**src/rtl/eth_ipv4_tcp_header_checker_top_assert.svh**
```systemverilog
// assertion macros for the header checker top level
// needs nothing else; taken in by the top level with an include line
`ifndef ETH_IPV4_TCP_HEADER_CHECKER_TOP_ASSERT_SVH
`define ETH_IPV4_TCP_HEADER_CHECKER_TOP_ASSERT_SVH

`ifndef NO_ASSERTIONS

// same-cycle implication, checked at every rising edge out of reset
`define EITC_ASSERT_NOW(label, clk, rst_n, ante, cons) \
  label: assert property (@(posedge clk) disable iff (!rst_n) (ante) |-> (cons)) \
    else $error("eitc assertion failed");

// next-cycle implication
`define EITC_ASSERT_NEXT(label, clk, rst_n, ante, cons) \
  label: assert property (@(posedge clk) disable iff (!rst_n) (ante) |=> (cons)) \
    else $error("eitc assertion failed");

`else

`define EITC_ASSERT_NOW(label, clk, rst_n, ante, cons)
`define EITC_ASSERT_NEXT(label, clk, rst_n, ante, cons)

`endif

`endif

```
**src/rtl/eitc_pkg.sv**
```systemverilog
// types and constants shared by the header checker modules
// no dependencies
`timescale 1ns / 1ps

package eitc_pkg;

  // byte positions within the frame
  localparam int ETH_DST_END   = 6;
  localparam int ETH_SRC_END   = 12;
  localparam int ETH_HDR_LEN   = 14;
  localparam int IP_PROTO_OFS  = 23;
  localparam int IP_ADDR_OFS   = 26;
  localparam int IP_ADDR_END   = 34;

  // byte positions within the tcp header
  localparam int TCP_PORT_BYTES = 4;
  localparam int TCP_OFF_OFS    = 12;
  localparam int TCP_FLAGS_OFS  = 13;

  // shortest legal header, in 32-bit words
  localparam logic [3:0] MIN_HDR_WORDS = 4'd5;

  localparam logic [15:0] CSUM_ONES = 16'hffff;

  localparam logic [7:0] TCP_FIN = 8'h01;
  localparam logic [7:0] TCP_PSH = 8'h08;
  localparam logic [7:0] TCP_URG = 8'h20;
  localparam logic [7:0] XMAS_MASK = TCP_FIN | TCP_PSH | TCP_URG;

  typedef enum logic [1:0] {
    STATUS_OK        = 2'd0,
    STATUS_IP_SHORT  = 2'd1,
    STATUS_TCP_SHORT = 2'd2,
    STATUS_TRUNC     = 2'd3
  } status_e;

  // frame state as it stands once the current byte is taken in
  typedef struct packed {
    logic [47:0] dst_mac;
    logic [47:0] src_mac;
    logic [15:0] eth_type;
    logic [3:0]  ip_words;
    logic [7:0]  ip_proto;
    logic [63:0] ip_addr;
    logic [31:0] ports;
    logic [3:0]  tcp_off;
    logic [7:0]  flags;
    logic [15:0] sum;
    logic        flags_seen;
    logic        hdr_seen;
  } frame_state_t;

  typedef struct packed {
    logic [47:0] src_mac;
    logic [47:0] dst_mac;
    logic [15:0] eth_type;
    logic [31:0] src_ip;
    logic [31:0] dst_ip;
    logic [7:0]  ip_protocol;
    logic [15:0] src_port;
    logic [15:0] dst_port;
    status_e     status;
    logic        csum_bad;
    logic        xmas_scan;
    logic        null_scan;
  } result_t;

endpackage

```
**src/rtl/eitc_ifs.sv**
```systemverilog
// valid/ready channel interfaces: frame bytes in, header results out
// no dependencies
`timescale 1ns / 1ps

interface eitc_byte_if;
  logic       valid;
  logic       ready;
  logic [7:0] data_byte;
  logic       last;

  modport source (output valid, output data_byte, output last, input ready);
  modport sink (input valid, input data_byte, input last, output ready);
endinterface

interface eitc_result_if;
  logic        valid;
  logic        ready;
  logic [47:0] src_mac;
  logic [47:0] dst_mac;
  logic [15:0] eth_type;
  logic [31:0] src_ip;
  logic [31:0] dst_ip;
  logic [7:0]  ip_protocol;
  logic [15:0] src_port;
  logic [15:0] dst_port;
  logic [1:0]  status;
  logic        csum_bad;
  logic        xmas_scan;
  logic        null_scan;

  modport source (
    output valid, output src_mac, output dst_mac, output eth_type, output src_ip,
    output dst_ip, output ip_protocol, output src_port, output dst_port,
    output status, output csum_bad, output xmas_scan, output null_scan,
    input ready
  );
  modport sink (
    input valid, input src_mac, input dst_mac, input eth_type, input src_ip,
    input dst_ip, input ip_protocol, input src_port, input dst_port,
    input status, input csum_bad, input xmas_scan, input null_scan,
    output ready
  );
endinterface

```
**src/rtl/eitc_capture.sv**
```systemverilog
// per-byte field capture, byte counter and ip header checksum accumulator
// depends on eitc_pkg
`timescale 1ns / 1ps

module eitc_capture import eitc_pkg::*; #(
  parameter int MAX_FRAME = 2048
) (
  input  logic         clk_i,
  input  logic         rst_ni,
  input  logic         step_i,
  input  logic [7:0]   data_byte_i,
  input  logic         last_i,
  output frame_state_t state_o,
  output logic         at_start_o
);

  localparam int OW = $clog2(MAX_FRAME + 1);

  logic [OW-1:0] offset_q, offset_d;
  logic [47:0]   dst_mac_q, dst_mac_d;
  logic [47:0]   src_mac_q, src_mac_d;
  logic [15:0]   eth_type_q, eth_type_d;
  logic [3:0]    ip_words_q, ip_words_d;
  logic [7:0]    ip_proto_q, ip_proto_d;
  logic [63:0]   ip_addr_q, ip_addr_d;
  logic [31:0]   ports_q, ports_d;
  logic [3:0]    tcp_off_q, tcp_off_d;
  logic [7:0]    flags_q, flags_d;
  logic [15:0]   sum_q, sum_d;
  logic [7:0]    hold_q, hold_d;
  logic          flags_seen_q, flags_seen_d;

  logic          in_range;
  logic          past_eth;
  logic [OW-1:0] rel;
  logic [5:0]    ip_len;
  logic [6:0]    tcp_start;
  logic [OW-1:0] tcp_rel;
  logic          in_tcp;
  logic [16:0]   sum_raw;

  assign in_range  = offset_q < OW'(MAX_FRAME);
  assign past_eth  = offset_q >= OW'(ETH_HDR_LEN);
  assign rel       = offset_q - OW'(ETH_HDR_LEN);
  // header length takes effect on the very byte that carries it
  assign ip_words_d = (in_range && (offset_q == OW'(ETH_HDR_LEN))) ? data_byte_i[3:0]
                                                                   : ip_words_q;
  assign ip_len    = {ip_words_d, 2'b00};
  assign tcp_start = 7'(ETH_HDR_LEN) + {1'b0, ip_len};
  assign tcp_rel   = offset_q - OW'(tcp_start);
  assign in_tcp    = past_eth && (ip_words_d >= MIN_HDR_WORDS) && (offset_q >= OW'(tcp_start));
  assign sum_raw   = {1'b0, sum_q} + {1'b0, hold_q, data_byte_i};

  always_comb begin
    offset_d     = offset_q;
    dst_mac_d    = dst_mac_q;
    src_mac_d    = src_mac_q;
    eth_type_d   = eth_type_q;
    ip_proto_d   = ip_proto_q;
    ip_addr_d    = ip_addr_q;
    ports_d      = ports_q;
    tcp_off_d    = tcp_off_q;
    flags_d      = flags_q;
    sum_d        = sum_q;
    hold_d       = hold_q;
    flags_seen_d = flags_seen_q;
    if (in_range) begin
      offset_d = offset_q + OW'(1);
      if (offset_q < OW'(ETH_DST_END)) begin
        dst_mac_d = {dst_mac_q[39:0], data_byte_i};
      end else if (offset_q < OW'(ETH_SRC_END)) begin
        src_mac_d = {src_mac_q[39:0], data_byte_i};
      end else if (offset_q < OW'(ETH_HDR_LEN)) begin
        eth_type_d = {eth_type_q[7:0], data_byte_i};
      end
      if (offset_q == OW'(IP_PROTO_OFS)) begin
        ip_proto_d = data_byte_i;
      end
      if ((offset_q >= OW'(IP_ADDR_OFS)) && (offset_q < OW'(IP_ADDR_END))) begin
        ip_addr_d = {ip_addr_q[55:0], data_byte_i};
      end
      // checksum over the ip header, high byte held until its partner arrives
      if (past_eth && (rel < OW'(ip_len))) begin
        if (!rel[0]) begin
          hold_d = data_byte_i;
        end else if (sum_raw > {1'b0, CSUM_ONES}) begin
          sum_d = 16'(sum_raw - {1'b0, CSUM_ONES});
        end else begin
          sum_d = sum_raw[15:0];
        end
      end
      if (in_tcp) begin
        if (tcp_rel < OW'(TCP_PORT_BYTES)) begin
          ports_d = {ports_q[23:0], data_byte_i};
        end else if (tcp_rel == OW'(TCP_OFF_OFS)) begin
          tcp_off_d = data_byte_i[7:4];
        end else if (tcp_rel == OW'(TCP_FLAGS_OFS)) begin
          flags_d      = data_byte_i;
          flags_seen_d = 1'b1;
        end
      end
    end
  end

  always_comb begin
    state_o.dst_mac    = dst_mac_d;
    state_o.src_mac    = src_mac_d;
    state_o.eth_type   = eth_type_d;
    state_o.ip_words   = ip_words_d;
    state_o.ip_proto   = ip_proto_d;
    state_o.ip_addr    = ip_addr_d;
    state_o.ports      = ports_d;
    state_o.tcp_off    = tcp_off_d;
    state_o.flags      = flags_d;
    state_o.sum        = sum_d;
    state_o.flags_seen = flags_seen_d;
    state_o.hdr_seen   = offset_d > OW'(ETH_HDR_LEN);
  end

  assign at_start_o = offset_q == '0;

  always_ff @(posedge clk_i or negedge rst_ni) begin
    if (!rst_ni) begin
      offset_q     <= '0;
      dst_mac_q    <= '0;
      src_mac_q    <= '0;
      eth_type_q   <= '0;
      ip_words_q   <= '0;
      ip_proto_q   <= '0;
      ip_addr_q    <= '0;
      ports_q      <= '0;
      tcp_off_q    <= '0;
      flags_q      <= '0;
      sum_q        <= CSUM_ONES;
      hold_q       <= '0;
      flags_seen_q <= 1'b0;
    end else if (step_i) begin
      if (last_i) begin
        // frame done, start the next one from a clean slate
        offset_q     <= '0;
        dst_mac_q    <= '0;
        src_mac_q    <= '0;
        eth_type_q   <= '0;
        ip_words_q   <= '0;
        ip_proto_q   <= '0;
        ip_addr_q    <= '0;
        ports_q      <= '0;
        tcp_off_q    <= '0;
        flags_q      <= '0;
        sum_q        <= CSUM_ONES;
        hold_q       <= '0;
        flags_seen_q <= 1'b0;
      end else begin
        offset_q     <= offset_d;
        dst_mac_q    <= dst_mac_d;
        src_mac_q    <= src_mac_d;
        eth_type_q   <= eth_type_d;
        ip_words_q   <= ip_words_d;
        ip_proto_q   <= ip_proto_d;
        ip_addr_q    <= ip_addr_d;
        ports_q      <= ports_d;
        tcp_off_q    <= tcp_off_d;
        flags_q      <= flags_d;
        sum_q        <= sum_d;
        hold_q       <= hold_d;
        flags_seen_q <= flags_seen_d;
      end
    end
  end

endmodule

```
**src/rtl/eitc_verdict.sv**
```systemverilog
// end-of-frame status, checksum and scan classification
// depends on eitc_pkg
`timescale 1ns / 1ps

module eitc_verdict import eitc_pkg::*; (
  input  frame_state_t state_i,
  output result_t      result_o
);

  status_e status;

  always_comb begin
    priority if (!state_i.hdr_seen) begin
      status = STATUS_TRUNC;
    end else if (state_i.ip_words < MIN_HDR_WORDS) begin
      status = STATUS_IP_SHORT;
    end else if (!state_i.flags_seen) begin
      status = STATUS_TRUNC;
    end else if (state_i.tcp_off < MIN_HDR_WORDS) begin
      status = STATUS_TCP_SHORT;
    end else begin
      status = STATUS_OK;
    end
  end

  always_comb begin
    result_o.src_mac     = state_i.src_mac;
    result_o.dst_mac     = state_i.dst_mac;
    result_o.eth_type    = state_i.eth_type;
    result_o.src_ip      = state_i.ip_addr[63:32];
    result_o.dst_ip      = state_i.ip_addr[31:0];
    result_o.ip_protocol = state_i.ip_proto;
    result_o.src_port    = state_i.ports[31:16];
    result_o.dst_port    = state_i.ports[15:0];
    result_o.status      = status;
    // flags only mean something for a well-formed frame
    result_o.csum_bad    = (status == STATUS_OK) && (state_i.sum != CSUM_ONES);
    result_o.xmas_scan   = (status == STATUS_OK) && ((state_i.flags & XMAS_MASK) == XMAS_MASK);
    result_o.null_scan   = (status == STATUS_OK) && (state_i.flags == 8'h00);
  end

endmodule

```
**src/rtl/eth_ipv4_tcp_header_checker_top.sv**
```systemverilog
// a byte is registered in the byte stage on acceptance and worked on from there;
// the result for a frame is loaded into the result register when its last byte
// leaves the byte stage, and is held there until taken
// throughput: one byte per cycle, stalling only while a finished result waits
// and the byte in hand is the last of the next frame
// reset: asynchronous active low, clears the byte stage, result slot and all
// header state; no clearing pass is needed
`timescale 1ns / 1ps
`include "eth_ipv4_tcp_header_checker_top_assert.svh"

module eth_ipv4_tcp_header_checker_top import eitc_pkg::*; #(
  parameter int MAX_FRAME = 2048
) (
  input  logic        clk_i,
  input  logic        rst_ni,
  eitc_byte_if.sink   in_i,
  eitc_result_if.source res_o
);

  // byte stage: holds one accepted transaction for the capture logic
  logic       byte_vld_q;
  logic [7:0] byte_q;
  logic       last_q;

  // result slot
  logic       res_vld_q, res_vld_d;
  result_t    res_q;

  logic         slot_free;
  logic         advance;
  frame_state_t frame_state;
  result_t      verdict;
  logic         at_start;

  // a non-final byte never touches the result slot, so it always moves on;
  // the final byte waits until the slot is empty or being emptied
  assign slot_free = !res_vld_q || res_o.ready;
  assign advance   = byte_vld_q && (!last_q || slot_free);
  assign in_i.ready = !byte_vld_q || advance;

  always_ff @(posedge clk_i or negedge rst_ni) begin
    if (!rst_ni) begin
      byte_vld_q <= 1'b0;
    end else if (in_i.ready) begin
      byte_vld_q <= in_i.valid;
    end
  end

  // payload needs no reset
  always_ff @(posedge clk_i) begin
    if (in_i.valid && in_i.ready) begin
      byte_q <= in_i.data_byte;
      last_q <= in_i.last;
    end
  end

  eitc_capture #(
    .MAX_FRAME (MAX_FRAME)
  ) u_capture (
    .clk_i       (clk_i),
    .rst_ni      (rst_ni),
    .step_i      (advance),
    .data_byte_i (byte_q),
    .last_i      (last_q),
    .state_o     (frame_state),
    .at_start_o  (at_start)
  );

  eitc_verdict u_verdict (
    .state_i  (frame_state),
    .result_o (verdict)
  );

  // result register: loaded on the final byte, held until taken
  assign res_vld_d = (advance && last_q) || (res_vld_q && !res_o.ready);

  always_ff @(posedge clk_i or negedge rst_ni) begin
    if (!rst_ni) begin
      res_vld_q <= 1'b0;
    end else begin
      res_vld_q <= res_vld_d;
    end
  end

  always_ff @(posedge clk_i) begin
    if (advance && last_q) begin
      res_q <= verdict;
    end
  end

  assign res_o.valid       = res_vld_q;
  assign res_o.src_mac     = res_q.src_mac;
  assign res_o.dst_mac     = res_q.dst_mac;
  assign res_o.eth_type    = res_q.eth_type;
  assign res_o.src_ip      = res_q.src_ip;
  assign res_o.dst_ip      = res_q.dst_ip;
  assign res_o.ip_protocol = res_q.ip_protocol;
  assign res_o.src_port    = res_q.src_port;
  assign res_o.dst_port    = res_q.dst_port;
  assign res_o.status      = res_q.status;
  assign res_o.csum_bad    = res_q.csum_bad;
  assign res_o.xmas_scan   = res_q.xmas_scan;
  assign res_o.null_scan   = res_q.null_scan;

  // a final byte facing a full, stalled result slot must hold off new input
  `EITC_ASSERT_NOW(a_hold_on_full_slot, clk_i, rst_ni,
    byte_vld_q && last_q && res_vld_q && !res_o.ready, !in_i.ready)
  // the slot only fills from a final byte
  `EITC_ASSERT_NOW(a_fill_from_last, clk_i, rst_ni,
    $rose(res_vld_q), $past(advance && last_q))
  // a frame that ends restarts the byte count
  `EITC_ASSERT_NEXT(a_restart_after_last, clk_i, rst_ni,
    advance && last_q, at_start)
  // scan and checksum flags only accompany an ok status
  `EITC_ASSERT_NOW(a_flags_need_ok, clk_i, rst_ni,
    res_vld_q && (res_q.status != STATUS_OK),
    !res_q.csum_bad && !res_q.xmas_scan && !res_q.null_scan)

endmodule
```
**src/flat_wrapper.sv**
```systemverilog
// flat-port wrapper written by rule: the top's interface ports become plain ports
module eth_ipv4_tcp_header_checker_top_flat import eitc_pkg::*;
#(
  parameter int MAX_FRAME = 2048
)
  (clk_i, rst_ni, in_i_valid, in_i_data_byte, in_i_last, in_i_ready, res_o_valid, res_o_src_mac, res_o_dst_mac, res_o_eth_type, res_o_src_ip, res_o_dst_ip, res_o_ip_protocol, res_o_src_port, res_o_dst_port, res_o_status, res_o_csum_bad, res_o_xmas_scan, res_o_null_scan, res_o_ready);
  eitc_byte_if in_i_i ();
  eitc_result_if res_o_i ();
  input  logic clk_i;
  input  logic rst_ni;
  input wire logic [$bits(in_i_i.valid)-1:0] in_i_valid;
  input wire logic [$bits(in_i_i.data_byte)-1:0] in_i_data_byte;
  input wire logic [$bits(in_i_i.last)-1:0] in_i_last;
  output wire logic [$bits(in_i_i.ready)-1:0] in_i_ready;
  output wire logic [$bits(res_o_i.valid)-1:0] res_o_valid;
  output wire logic [$bits(res_o_i.src_mac)-1:0] res_o_src_mac;
  output wire logic [$bits(res_o_i.dst_mac)-1:0] res_o_dst_mac;
  output wire logic [$bits(res_o_i.eth_type)-1:0] res_o_eth_type;
  output wire logic [$bits(res_o_i.src_ip)-1:0] res_o_src_ip;
  output wire logic [$bits(res_o_i.dst_ip)-1:0] res_o_dst_ip;
  output wire logic [$bits(res_o_i.ip_protocol)-1:0] res_o_ip_protocol;
  output wire logic [$bits(res_o_i.src_port)-1:0] res_o_src_port;
  output wire logic [$bits(res_o_i.dst_port)-1:0] res_o_dst_port;
  output wire logic [$bits(res_o_i.status)-1:0] res_o_status;
  output wire logic [$bits(res_o_i.csum_bad)-1:0] res_o_csum_bad;
  output wire logic [$bits(res_o_i.xmas_scan)-1:0] res_o_xmas_scan;
  output wire logic [$bits(res_o_i.null_scan)-1:0] res_o_null_scan;
  input wire logic [$bits(res_o_i.ready)-1:0] res_o_ready;
  assign in_i_i.valid = in_i_valid;
  assign in_i_i.data_byte = in_i_data_byte;
  assign in_i_i.last = in_i_last;
  assign in_i_ready = in_i_i.ready;
  assign res_o_valid = res_o_i.valid;
  assign res_o_src_mac = res_o_i.src_mac;
  assign res_o_dst_mac = res_o_i.dst_mac;
  assign res_o_eth_type = res_o_i.eth_type;
  assign res_o_src_ip = res_o_i.src_ip;
  assign res_o_dst_ip = res_o_i.dst_ip;
  assign res_o_ip_protocol = res_o_i.ip_protocol;
  assign res_o_src_port = res_o_i.src_port;
  assign res_o_dst_port = res_o_i.dst_port;
  assign res_o_status = res_o_i.status;
  assign res_o_csum_bad = res_o_i.csum_bad;
  assign res_o_xmas_scan = res_o_i.xmas_scan;
  assign res_o_null_scan = res_o_i.null_scan;
  assign res_o_i.ready = res_o_ready;
  eth_ipv4_tcp_header_checker_top #(.MAX_FRAME(MAX_FRAME)) u_core (.clk_i(clk_i), .rst_ni(rst_ni), .in_i(in_i_i), .res_o(res_o_i));
endmodule
```
**config.mk**
```make
export PLATFORM = sky130hd
export DESIGN_NAME = eth_ipv4_tcp_header_checker_top_flat
export DESIGN_NICKNAME = d
export VERILOG_FILES = /design/src/rtl/eitc_pkg.sv /design/src/rtl/eitc_ifs.sv /design/src/rtl/eitc_capture.sv /design/src/rtl/eitc_verdict.sv /design/src/rtl/eth_ipv4_tcp_header_checker_top.sv /design/src/flat_wrapper.sv
export VERILOG_INCLUDE_DIRS = /design/src /design/src/rtl
export SDC_FILE = /design/constraint.sdc
export NUM_CORES = 1
export LEC_CHECK = 0
export ABC_AREA = 1
export BUFFER_PORTS_ARGS = -buffer_cell sky130_fd_sc_hd__buf_2
export CAP_MARGIN = 20
export CORE_MARGIN = 1.5
export CORE_UTILIZATION = 35
export DETAILED_ROUTE_END_ITERATION = 10
export PLACE_DENSITY = 0.61
export SLEW_MARGIN = 20
export SYNTH_ARGS = -nofsm -noshare
export SYNTH_HDL_FRONTEND = slang
export SYNTH_SLANG_ARGS = --single-unit
```
**constraint.sdc**
```tcl
create_clock -name clk_i -period 6.3 [get_ports clk_i]
set_input_delay 0.315 -clock clk_i [delete_from_list [all_inputs] [get_ports clk_i]]
set_output_delay 0.315 -clock clk_i [all_outputs]
set_load 0.03 [all_outputs]
```
==> impl_metrics.tcl, run 1 <==
set metrics [dict create \
    viasPerCell 4.76 \
    layout_setup_ws_ns 1.56 \
    post-synth-top-area-cell "edfxtp_1" \
    ant_nets 0 \
    regArea_sq_um 13700 \
    fill_cells 6438 \
    syn_area_sq_um 23200 \
    clk_path_buf_depth 3 \
    cts-htree-levels 2 \
    cp.arrival_ns 5.08 \
    regToRegSetupSlack_ns 1.56 \
    min_period_over_period_pct 75.2 \
    finalHoldViolCount 0 \
    crit_type "reg -> reg" \
    fin_worst_skew_ns 0.0250 \
    power_mw 8.00 \
    antenna_found_initial 0 \
    hold_buffers 12 \
    hold_class "in -> async" \
    core_area_sq_um 65700 \
    yosys_register_bits 501 \
    numPortBuffers 235 \
    reg2reg_depth 21 \
    drc 0 \
    yosysMostFrequentCell "inv_1" \
    post_cts_buffers 0 \
    crit_path_end "u_core.res_o.dst_port[0]" \
    grt_max_degree 170 \
    num_rows 94 \
    syn_to_final_growth_pct 17.2 \
    worstMarginPinSlew_ns 1.07 \
    vdd_drop_max_mv 0.188 \
    cts_tree "done" \
    ys_types 55 \
    synth_commonest_cells "inv_1, nand2_1, dfrtp_1" \
    yosysTopAreaCellShare_pct 29.7 \
    drtIter0Drc 1465 \
    nets 2741 \
    pre_cts_ws_ns 1.22 \
    synth_cells 2484 \
    setup_viol_count_final 0 \
    vias 17200 \
    yosysWarnings 0 \
    die-area_sq_um 68000 \
    utilization_pct 41.4 \
    grt_pass1_wl_um 90800 \
    die_w_um 261 \
    startpoint "u_core.u_capture.offset_q[11]" \
    start_util_pct 35.4 \
    syn_area_per_cell_sq_um 9.36 \
    r2r-start "u_core.u_capture.offset_q[11]" \
    cp.required_ns 6.65 \
    numCtsBuffers 53 \
    multi_input_area_sq_um 6970 \
    clkSinkCount 501 \
    globalRouteTotalUtil_pct 17.1 \
    drive_gt1_share_pct 16.4 \
    tns_ns 0 \
    yosys-top-cells-area "edfxtp_1, dfrtp_1, inv_1" \
    power.density_nw_per_um2 294 \
    dieHeight_um 261 \
    grt-ovfl-total 0 \
    fmax_ghz 0.211 \
    grt_pass1_vias 16000 \
    relSlewSlack_pct 28.7 \
    cts_resized 0 \
    p_leak_nw 14.2 \
    max_cap_viol_count 0 \
    ys_seq_area_share_pct 59.0 \
    r2r_end "u_core.res_o.dst_port[0]" \
    synth_nets 2531 \
    status "complete, no violations" \
    fin_crit_ns 4.74 \
    rsz0062_at_grt "false" \
    clock_latency_ns 0.60 \
    slew_violations 0 \
    cp-start-kind "flop" \
    async_flop_share_pct 54.1 \
    first_pass_iters 6 \
    end_kind "flop" \
    hpwlAfterDp_um 38300 \
    routabilityCongestion 0.893 \
    clk_pin_slew_ns 0.06 \
    wl_um 59100 \
    synth_edf_count 230 \
    cp_max_fo 64 \
    synth-main-ff-cell "dfrtp_1" \
    antenna_cells 0 \
    detail_route.wl_per_cell_um 16.4 \
    worst_hold_slack_ns 0.340 \
    clockRootBuffer "clkbuf_16" \
    ios 236 \
]
[power breakdown]
group / total (mW) / switching [mW] / internal (mW)
logic: 0.980 / 0.725 / 0.256
registers: 3.74 / 0.100 / 3.64
clock network: 3.28 / 1.34 / 1.94
[worst min-delay path by stage]
stage,start,endpoint,slack [ns]
after floorplan,rst_ni,u_core.byte_vld_q,0.02
after global placement,rst_ni,u_core.u_capture.src_mac_q[9],0.44
after detailed placement,rst_ni,u_core.u_capture.src_mac_q[9],0.42
after CTS,in_i_data_byte[2],u_core.byte_q[2],0.38
after global routing,rst_ni,u_core.u_capture.src_mac_q[33],0.42
final,rst_ni,u_core.u_capture.src_mac_q[9],0.34
[layout by cell type, fill, tap and decap left out, drive strengths merged, types with 4 or more instances in the layout]
cell type,Yosys,final
buf,14,255
edfxtp,230,230
clkbuf,98,70
nor3,14,14
a21oi,31,31
nand4,15,15
a22oi,4,4
and2,4,4
xor2,20,20
ha,32,32
bufinv,0,7
dfrtp,255,255
nor2,86,86
nand3,82,82
inv,560,564
nand3b,4,4
dfstp,16,16
nand2,508,508
clkinv,1,18
a22o,9,9
xnor2,5,5
o21ai,245,245
dlygate4sd3,0,12
o22ai,235,235
[per-stage QoR]
stage               cells  cell area, sq um
floorplan            2484             23200
global placement     3490             25200
detailed placement   3490             25200
CTS                  3602             27200
global route         3603             27200
finish               3603             27200
[state kept, by name, indices dropped and copies added (netlist names), 32 cells and up]
register and flops:
u_core.res_o.src_mac 48, u_core.u_capture.ports_q 32, u_core.res_o.dst_mac 48, u_core.u_capture.ip_addr_q 64, u_core.res_o.src_ip 32, u_core.u_capture.src_mac_q 48
u_core.res_o.dst_ip 32, u_core.u_capture.dst_mac_q 48
[area by class of cell]
cell class              instances  area share [%]
repair buffers                267            5.56
clock buffers                  70            5.40
clock inverters                30            1.37
multi-input cells            1310            25.6
inverters                     561            7.83
flip-flops and latches        501            50.3
well taps                     864            3.97
[cells by family after synthesis]
logic type | count (synthesis) | synth area share [%]
buf+inv | 673 | 11.2
simple gates | 716 | 13.6
xor+xnor | 25 | 0.974
fa+ha+maj | 34 | 1.89
flops | 501 | 59.0
compound gates | 535 | 13.3
[worst max-delay path: stages, from the launching register on]
cell and delay (ns):
dfrtp_1 0.52, inv_1 0.28, ha_1 0.21, nand2_2 0.09
nor2_4 0.15, nand3_4 0.12, o21ai_2 0.24, inv_2 0.09
ha_1 0.28, inv_1 0.04, ha_1 0.33, nand3_1 0.10
nand3_1 0.13, a21oi_2 0.21, xor2_1 0.17, nand3_1 0.11
nor3_1 0.29, inv_1 0.07, nor2_1 0.20, nand2_4 0.37
o21ai_0 0.38, inv_1 0.08
[layer usage]
metal	vias to the layer above	track usage [%]	share of wire, %
met5	-	0	0
met4	0	4.38	1.9
met3	73	2.78	5.4
met2	390	26.3	45
met1	8120	24.9	48
li1	8575	-	-
Power figures use the tool's default switching activity.
==> run 2, diff against run 1 <==
- ABC_AREA: 1 -> 0
- clock period: 6.3 -> 4.65 ns (I/O delays scaled with it)
==> run 2 against run 1 <==
Effect of this change: routed wire length decreased by 2.0%; global-route usage increased by 0.31 points; cell count is 24% lower; fmax up 4.1%; critical endpoint is now u_core.u_capture.ports_q[4]; total power grew 30%; critical path depth rose by 1; area after synthesis fell by 5.2%; largest cell class unchanged; final area is 3.1% lower.
==> impl_metrics.tcl, run 2 <==
set metrics [dict create \
    slew_violations 0 \
    synth-main-ff-cell "dfrtp_1" \
    clk_pin_slew_ns 0.06 \
    async_flop_share_pct 54.1 \
    numPortBuffers 235 \
    num_rows 91 \
    status "complete, no violations" \
    fin_crit_ns 4.55 \
    reg2reg_depth 22 \
    clockRootBuffer "clkbuf_16" \
    ant_nets 0 \
    synth_cells 1586 \
    first_pass_iters 5 \
    yosysTopAreaCellShare_pct 31.3 \
    relSlewSlack_pct 31.7 \
    syn_area_sq_um 22000 \
    grt_pass1_vias 14500 \
    synth_nets 1632 \
    ios 236 \
    fmax_ghz 0.220 \
    drc 0 \
    grt_max_degree 148 \
    end_kind "flop" \
    grt-ovfl-total 0 \
    power.density_nw_per_um2 394 \
    yosys-top-cells-area "edfxtp_1, dfrtp_1, mux2_2" \
    largest_register_ff_count 64 \
    multi_input_area_sq_um 7950 \
    setup_viol_count_final 0 \
    crit_type "reg -> reg" \
    regArea_sq_um 13700 \
    syn_area_per_cell_sq_um 13.9 \
    cp.arrival_ns 5.02 \
    synth_commonest_cells "dfrtp_1, edfxtp_1, a22o_1" \
    min_period_over_period_pct 97.9 \
    regToRegSetupSlack_ns 0.1 \
    core_area_sq_um 61900 \
    detail_route.wl_per_cell_um 21.3 \
    vdd_drop_max_mv 0.309 \
    antenna_found_initial 1 \
    drive_gt1_share_pct 34.4 \
    numCtsBuffers 53 \
    post-synth-top-area-cell "edfxtp_1" \
    start_util_pct 35.6 \
    worst_hold_slack_ns 0.247 \
    cts-htree-levels 2 \
    clkSinkCount 501 \
    synth_edf_count 230 \
    ys_types 74 \
    layout_commonest_cell "dfrtp_1" \
    yosys_register_bits 501 \
    antenna_cells 0 \
    p_leak_nw 11.4 \
    routabilityCongestion 0.834 \
    top_register "u_core.u_capture.ip_addr_q" \
    final_cell_mix "dfrtp_1, buf_2, edfxtp_1" \
    globalRouteTotalUtil_pct 17.4 \
    clk_path_buf_depth 3 \
    die_w_um 254 \
    yosysMostFrequentCell "dfrtp_1" \
    syn_to_final_growth_pct 19.8 \
    cp_max_fo 16 \
    cts_tree "done" \
    hpwlAfterDp_um 36600 \
    r2r-start "u_core.u_capture.offset_q[0]" \
    viasPerCell 5.37 \
    nets 1886 \
    grt_pass1_wl_um 87000 \
    dp.cells 2603 \
    fill_cells 5717 \
    wl_um 58000 \
    clock_latency_ns 0.59 \
    hold_class "in -> async" \
    vias 14600 \
    dieHeight_um 254 \
    finalHoldViolCount 0 \
    startpoint "u_core.u_capture.offset_q[0]" \
    yosysWarnings 0 \
    cp.required_ns 5.12 \
    drtIter0Drc 976 \
    die-area_sq_um 64500 \
    ys_seq_area_share_pct 62.2 \
    max_cap_viol_count 0 \
    fin_worst_skew_ns 0.0208 \
    layoutNonFillerInstCount 2721 \
    cp-start-kind "flop" \
    tns_ns 0 \
    worstMarginPinSlew_ns 1.02 \
]
run 2: changes by cell type in the layout (fill, tap and decap cells not counted), sizes merged, moves of 197 or more:
cell,delta
inv,-554
nand2,-437
o22ai,-232
mux2,+218
a22o,+217
o21ai,-197
run 2: final cells by class:
class / instances / share of cell area [%]
clock buffer: 70 / 5.38
tap: 837 / 3.97
sequential: 501 / 51.9
timing repair buffer: 313 / 7.27
multi-input combinational: 961 / 30.1
inverter: 10 / 0.156
clock inverter: 29 / 1.19
run 2: worst paths after layout:
kind / end
worst min register to register: u_core.u_capture.ip_addr_q[57]
min in group clk_i: u_core.byte_q[6]
max in group asynchronous: u_core.u_capture.ip_addr_q[58]
worst max register to register: u_core.u_capture.ports_q[4]
worst min-delay path: u_core.u_capture.ports_q[16]
worst max-delay path: u_core.u_capture.ports_q[4]
run 2: per-stage QoR:
step | util, % | setup slack [ns] | instance area [sq um] | total power, mW
after floorplan | - | 0.0179 | 22100 | 5.81
after global placement | 39.4 | 0.0874 | 24400 | 6.23
after detailed placement | 39.4 | -0.0551 | 24400 | 6.24
after CTS | 42.5 | 0.0348 | 26300 | 10.5
after global routing | 42.6 | -0.0695 | 26400 | 10.8
final | 42.6 | 0.0994 | 26400 | 10.4
run 2: kinds of logic after synthesis:
kind of cell | after synthesis | synth area share (%)
compound gates | 418 | 15.0
xor+xnor | 31 | 1.23
fa+ha+maj | 33 | 1.94
buf+inv | 124 | 2.16
flops | 501 | 62.2
mux | 229 | 11.7
simple gates | 250 | 5.82
run 2: timing repair:
action	in CTS	in global routing
hold buffers	12	0
buffers inserted	0	6
cloned	0	1
pin swaps	0	4
setup endpoints to repair	35	76
endpoints found under the hold margin	88	0
resized for setup	1	9
run 2: routing by layer:
layer  vias up  part of all wire (%)  GRT usage [%]  routed length [um]
met5         -                     0              0                   0
met3        92                   4.5           2.53                2590
met2       379                    48           28.1               28000
met1      7526                    44           23.8               25600
met4         0                   3.0           6.07                1770
li1       6617                     -              -                   -
run 2: power by group:
part / switching (mW) / internal [mW] / leakage [nW] / total (mW)
clock: 1.74 / 2.48 / 0.848 / 4.23
sequential: 0.0902 / 4.81 / 5.93 / 4.90
combinational: 0.877 / 0.396 / 4.61 / 1.27
total: 2.71 / 7.69 / 11.4 / 10.4
run 2: worst max-delay path, cell delays in order (launching register included):
cell and delay [ns]:
dfrtp_1 0.40, inv_1 0.09, ha_1 0.15, nand2b_1 0.08, nor3_2 0.23, nand3_2 0.19
buf_4 0.19, mux2i_1 0.15, ha_1 0.30, inv_1 0.04, ha_1 0.31, a21o_1 0.19
a21oi_2 0.09, nor2b_2 0.17, o21ai_1 0.11, or4_4 0.49, a22oi_2 0.15, buf_4 0.15
nand4_1 0.08, buf_4 0.18, clkbuf_16 0.19, mux2_2 0.29, a22o_1 0.20
==> run 3, diff against run 2 <==
- CAP_MARGIN: 20 -> default
- REMOVE_ABC_BUFFERS: default -> 1
==> run 3 against run 2 <==
Effect of this change: core utilization hardly changed; routed wire length down 3.8%; sequential power about the same; critical path depth down 3; critical endpoint is now u_core.res_o.xmas_scan; first-iteration DRC count is 9.6% lower.
==> impl_metrics.tcl, run 3 (synthesized netlist as in run 2, its figures left out) <==
set metrics [dict create \
    seq_power_share_pct 47.5 \
    viasPerCell 5.32 \
    dp.cells 2606 \
    ant_nets 0 \
    switching_share_pct 26.8 \
    clock_latency_ns 0.61 \
    clock_power_share_pct 40.0 \
    cp.required_ns 5.11 \
    cts-htree-levels 2 \
    critPathTopFamily "simple AND/OR/NAND/NOR gates" \
    cp_max_fo 12 \
    first_pass_iters 5 \
    num_rows 91 \
    critPathMaxStageDelay_ns 0.52 \
    cp_common_cell "ha_4" \
    grt_max_degree 155 \
    cp-start-kind "flop" \
    numCtsBuffers 54 \
    r2r-start "u_core.u_capture.offset_q[0]" \
    cp.arrival_ns 4.94 \
    min_period_over_period_pct 96.4 \
    hpwlAfterDp_um 33900 \
    nets 1892 \
    power.density_nw_per_um2 390 \
    vdd_drop_max_mv 0.256 \
    end_kind "flop" \
    wl_um 55700 \
    start_util_pct 35.6 \
    detail_route.wl_per_cell_um 20.4 \
    fin_worst_skew_ns 0.0173 \
    die_w_um 254 \
    finalHoldViolCount 0 \
    internal_power_mw 7.54 \
    max_cap_viol_count 0 \
    crit_slowest_cell "or4b_4" \
    syn_to_final_growth_pct 19.8 \
    relSlewSlack_pct 32.8 \
    grt_pass1_wl_um 86000 \
    grt-ovfl-total 0 \
    drtIter0Drc 882 \
    clkSinkCount 501 \
    fin_crit_ns 4.48 \
    hold_class "in -> async" \
    pre_cts_ws_ns 0.0330 \
    final_cell_mix "dfrtp_1, buf_2, edfxtp_1" \
    clk_pin_slew_ns 0.06 \
    setup_viol_count_final 0 \
    largest_register_ff_count 64 \
    grt_pass1_vias 14700 \
    startpoint "u_core.u_capture.offset_q[0]" \
    drc 0 \
    drive_gt1_share_pct 34.6 \
    core_area_sq_um 61900 \
    clk_path_buf_depth 3 \
    slew_violations 0 \
    antenna_cells 0 \
    dieHeight_um 254 \
    path_buf_inv 3 \
    fill_cells 5727 \
    layoutNonFillerInstCount 2728 \
    layout_commonest_cell "dfrtp_1" \
    numPortBuffers 235 \
    layout_setup_ws_ns 0.168 \
    p_leak_nw 11.4 \
    combPwrFrac_pct 12.5 \
    status "complete, no violations" \
    routabilityCongestion 0.810 \
    antenna_found_initial 0 \
    cts_tree "done" \
    globalRouteTotalUtil_pct 16.9 \
    crit_type "reg -> reg" \
    ios 236 \
    switching_power_mw 2.77 \
    fmax_ghz 0.223 \
    die-area_sq_um 64500 \
    worstMarginPinSlew_ns 1.01 \
    top_register "u_core.u_capture.ip_addr_q" \
    vias 14500 \
    crit_chain "inv_2 > ha_4 > nand2b_4 > nor3_4 > nand3_4 > mux2_4 > ha_1 > inv_1 > ha_4 > a21o_1 > a21oi_1 > nor2b_1 > o21ai_1 > or4_1 > a22oi_2 > or4b_4 > buf_6 > or2_1 > a21oi_2" \
    clockRootBuffer "clkbuf_16" \
]
## run 3: cell count changes in the layout (fill, tap and decap cells not counted), sizes merged
cell	before	now
inv	10	12
clkinvlp	1	5
buf	300	305
dlygate4sd3	12	13
clkbuf	71	80
clkinv	22	13
bufinv	6	1
## run 3: layer usage
metal / GRT usage (%) / up-vias / part of all wire (%)
met3: 2.53 / 85 / 4.1
met1: 22.8 / 7504 / 44
met4: 4.93 / 0 / 2.5
met5: 0 / - / 0
li1: - / 6625 / -
met2: 28.3 / 305 / 49
## run 3: worst paths after layout
check                                                 end  slack, ns  cells past startpoint
setup / recovery                   u_core.res_o.xmas_scan       0.17                     19
hold / removal               u_core.u_capture.ports_q[10]       0.21                      2
setup reg to reg                   u_core.res_o.xmas_scan       0.17                     19
hold reg to reg            u_core.u_capture.ip_words_q[2]       0.49                      2
max in group asynchronous  u_core.u_capture.src_mac_q[30]       3.04                      3
min in group clk_i                          u_core.last_q       0.35                      2
## run 3: power groups by stage
stage | sequential (mW) | combinational (mW) | clock, mW
3_5_place_dp | 4.98 | 1.26 | 0
4_1_cts | 4.90 | 1.28 | 4.24
3_3_place_gp | 4.98 | 1.25 | 0
6_report | 4.89 | 1.29 | 4.13
2_1_floorplan | 5.17 | 0.622 | 0
5_1_grt | 4.91 | 1.40 | 4.40
## run 3: through the flow
step | cell area, sq um | hold WS [ns] | util [%] | TNS, ns | total power, mW
global placement | 24400 | 0.299 | 39.5 | 0 | 6.23
finish | 26400 | 0.208 | 42.6 | 0 | 10.3
detailed placement | 24400 | 0.300 | 39.5 | 0 | 6.25
global route | 26400 | 0.299 | 42.6 | -0.0306 | 10.7
floorplan | 21600 | -0.0631 | - | -2708.35 | 5.80
CTS | 26300 | 0.248 | 42.4 | 0 | 10.4
## run 3: area by class of cell
| class | instances | area, sq um | area share [%] |
|---|---|---|---|
| Clock buffer | 80 | 1520 | 5.76 |
| Tap cell | 837 | 1050 | 3.97 |
| Multi-Input combinational cell | 961 | 7980 | 30.2 |
| Timing Repair Buffer | 318 | 1950 | 7.37 |
| Sequential cell | 501 | 13700 | 51.9 |
| Inverter | 10 | 45.0 | 0.171 |
| Clock inverter | 21 | 156 | 0.592 |
## run 3: timing repair
| item | CTS | global route |
|---|---|---|
| endpoints found under the hold margin | 78 | 0 |
| hold buffers | 13 | 0 |
| gates cloned | 0 | 0 |
| endpoints found under the setup margin | 1 | 73 |
| resized for setup | 1 | 16 |
| pin swaps | 0 | 3 |
| buffers inserted | 0 | 8 |
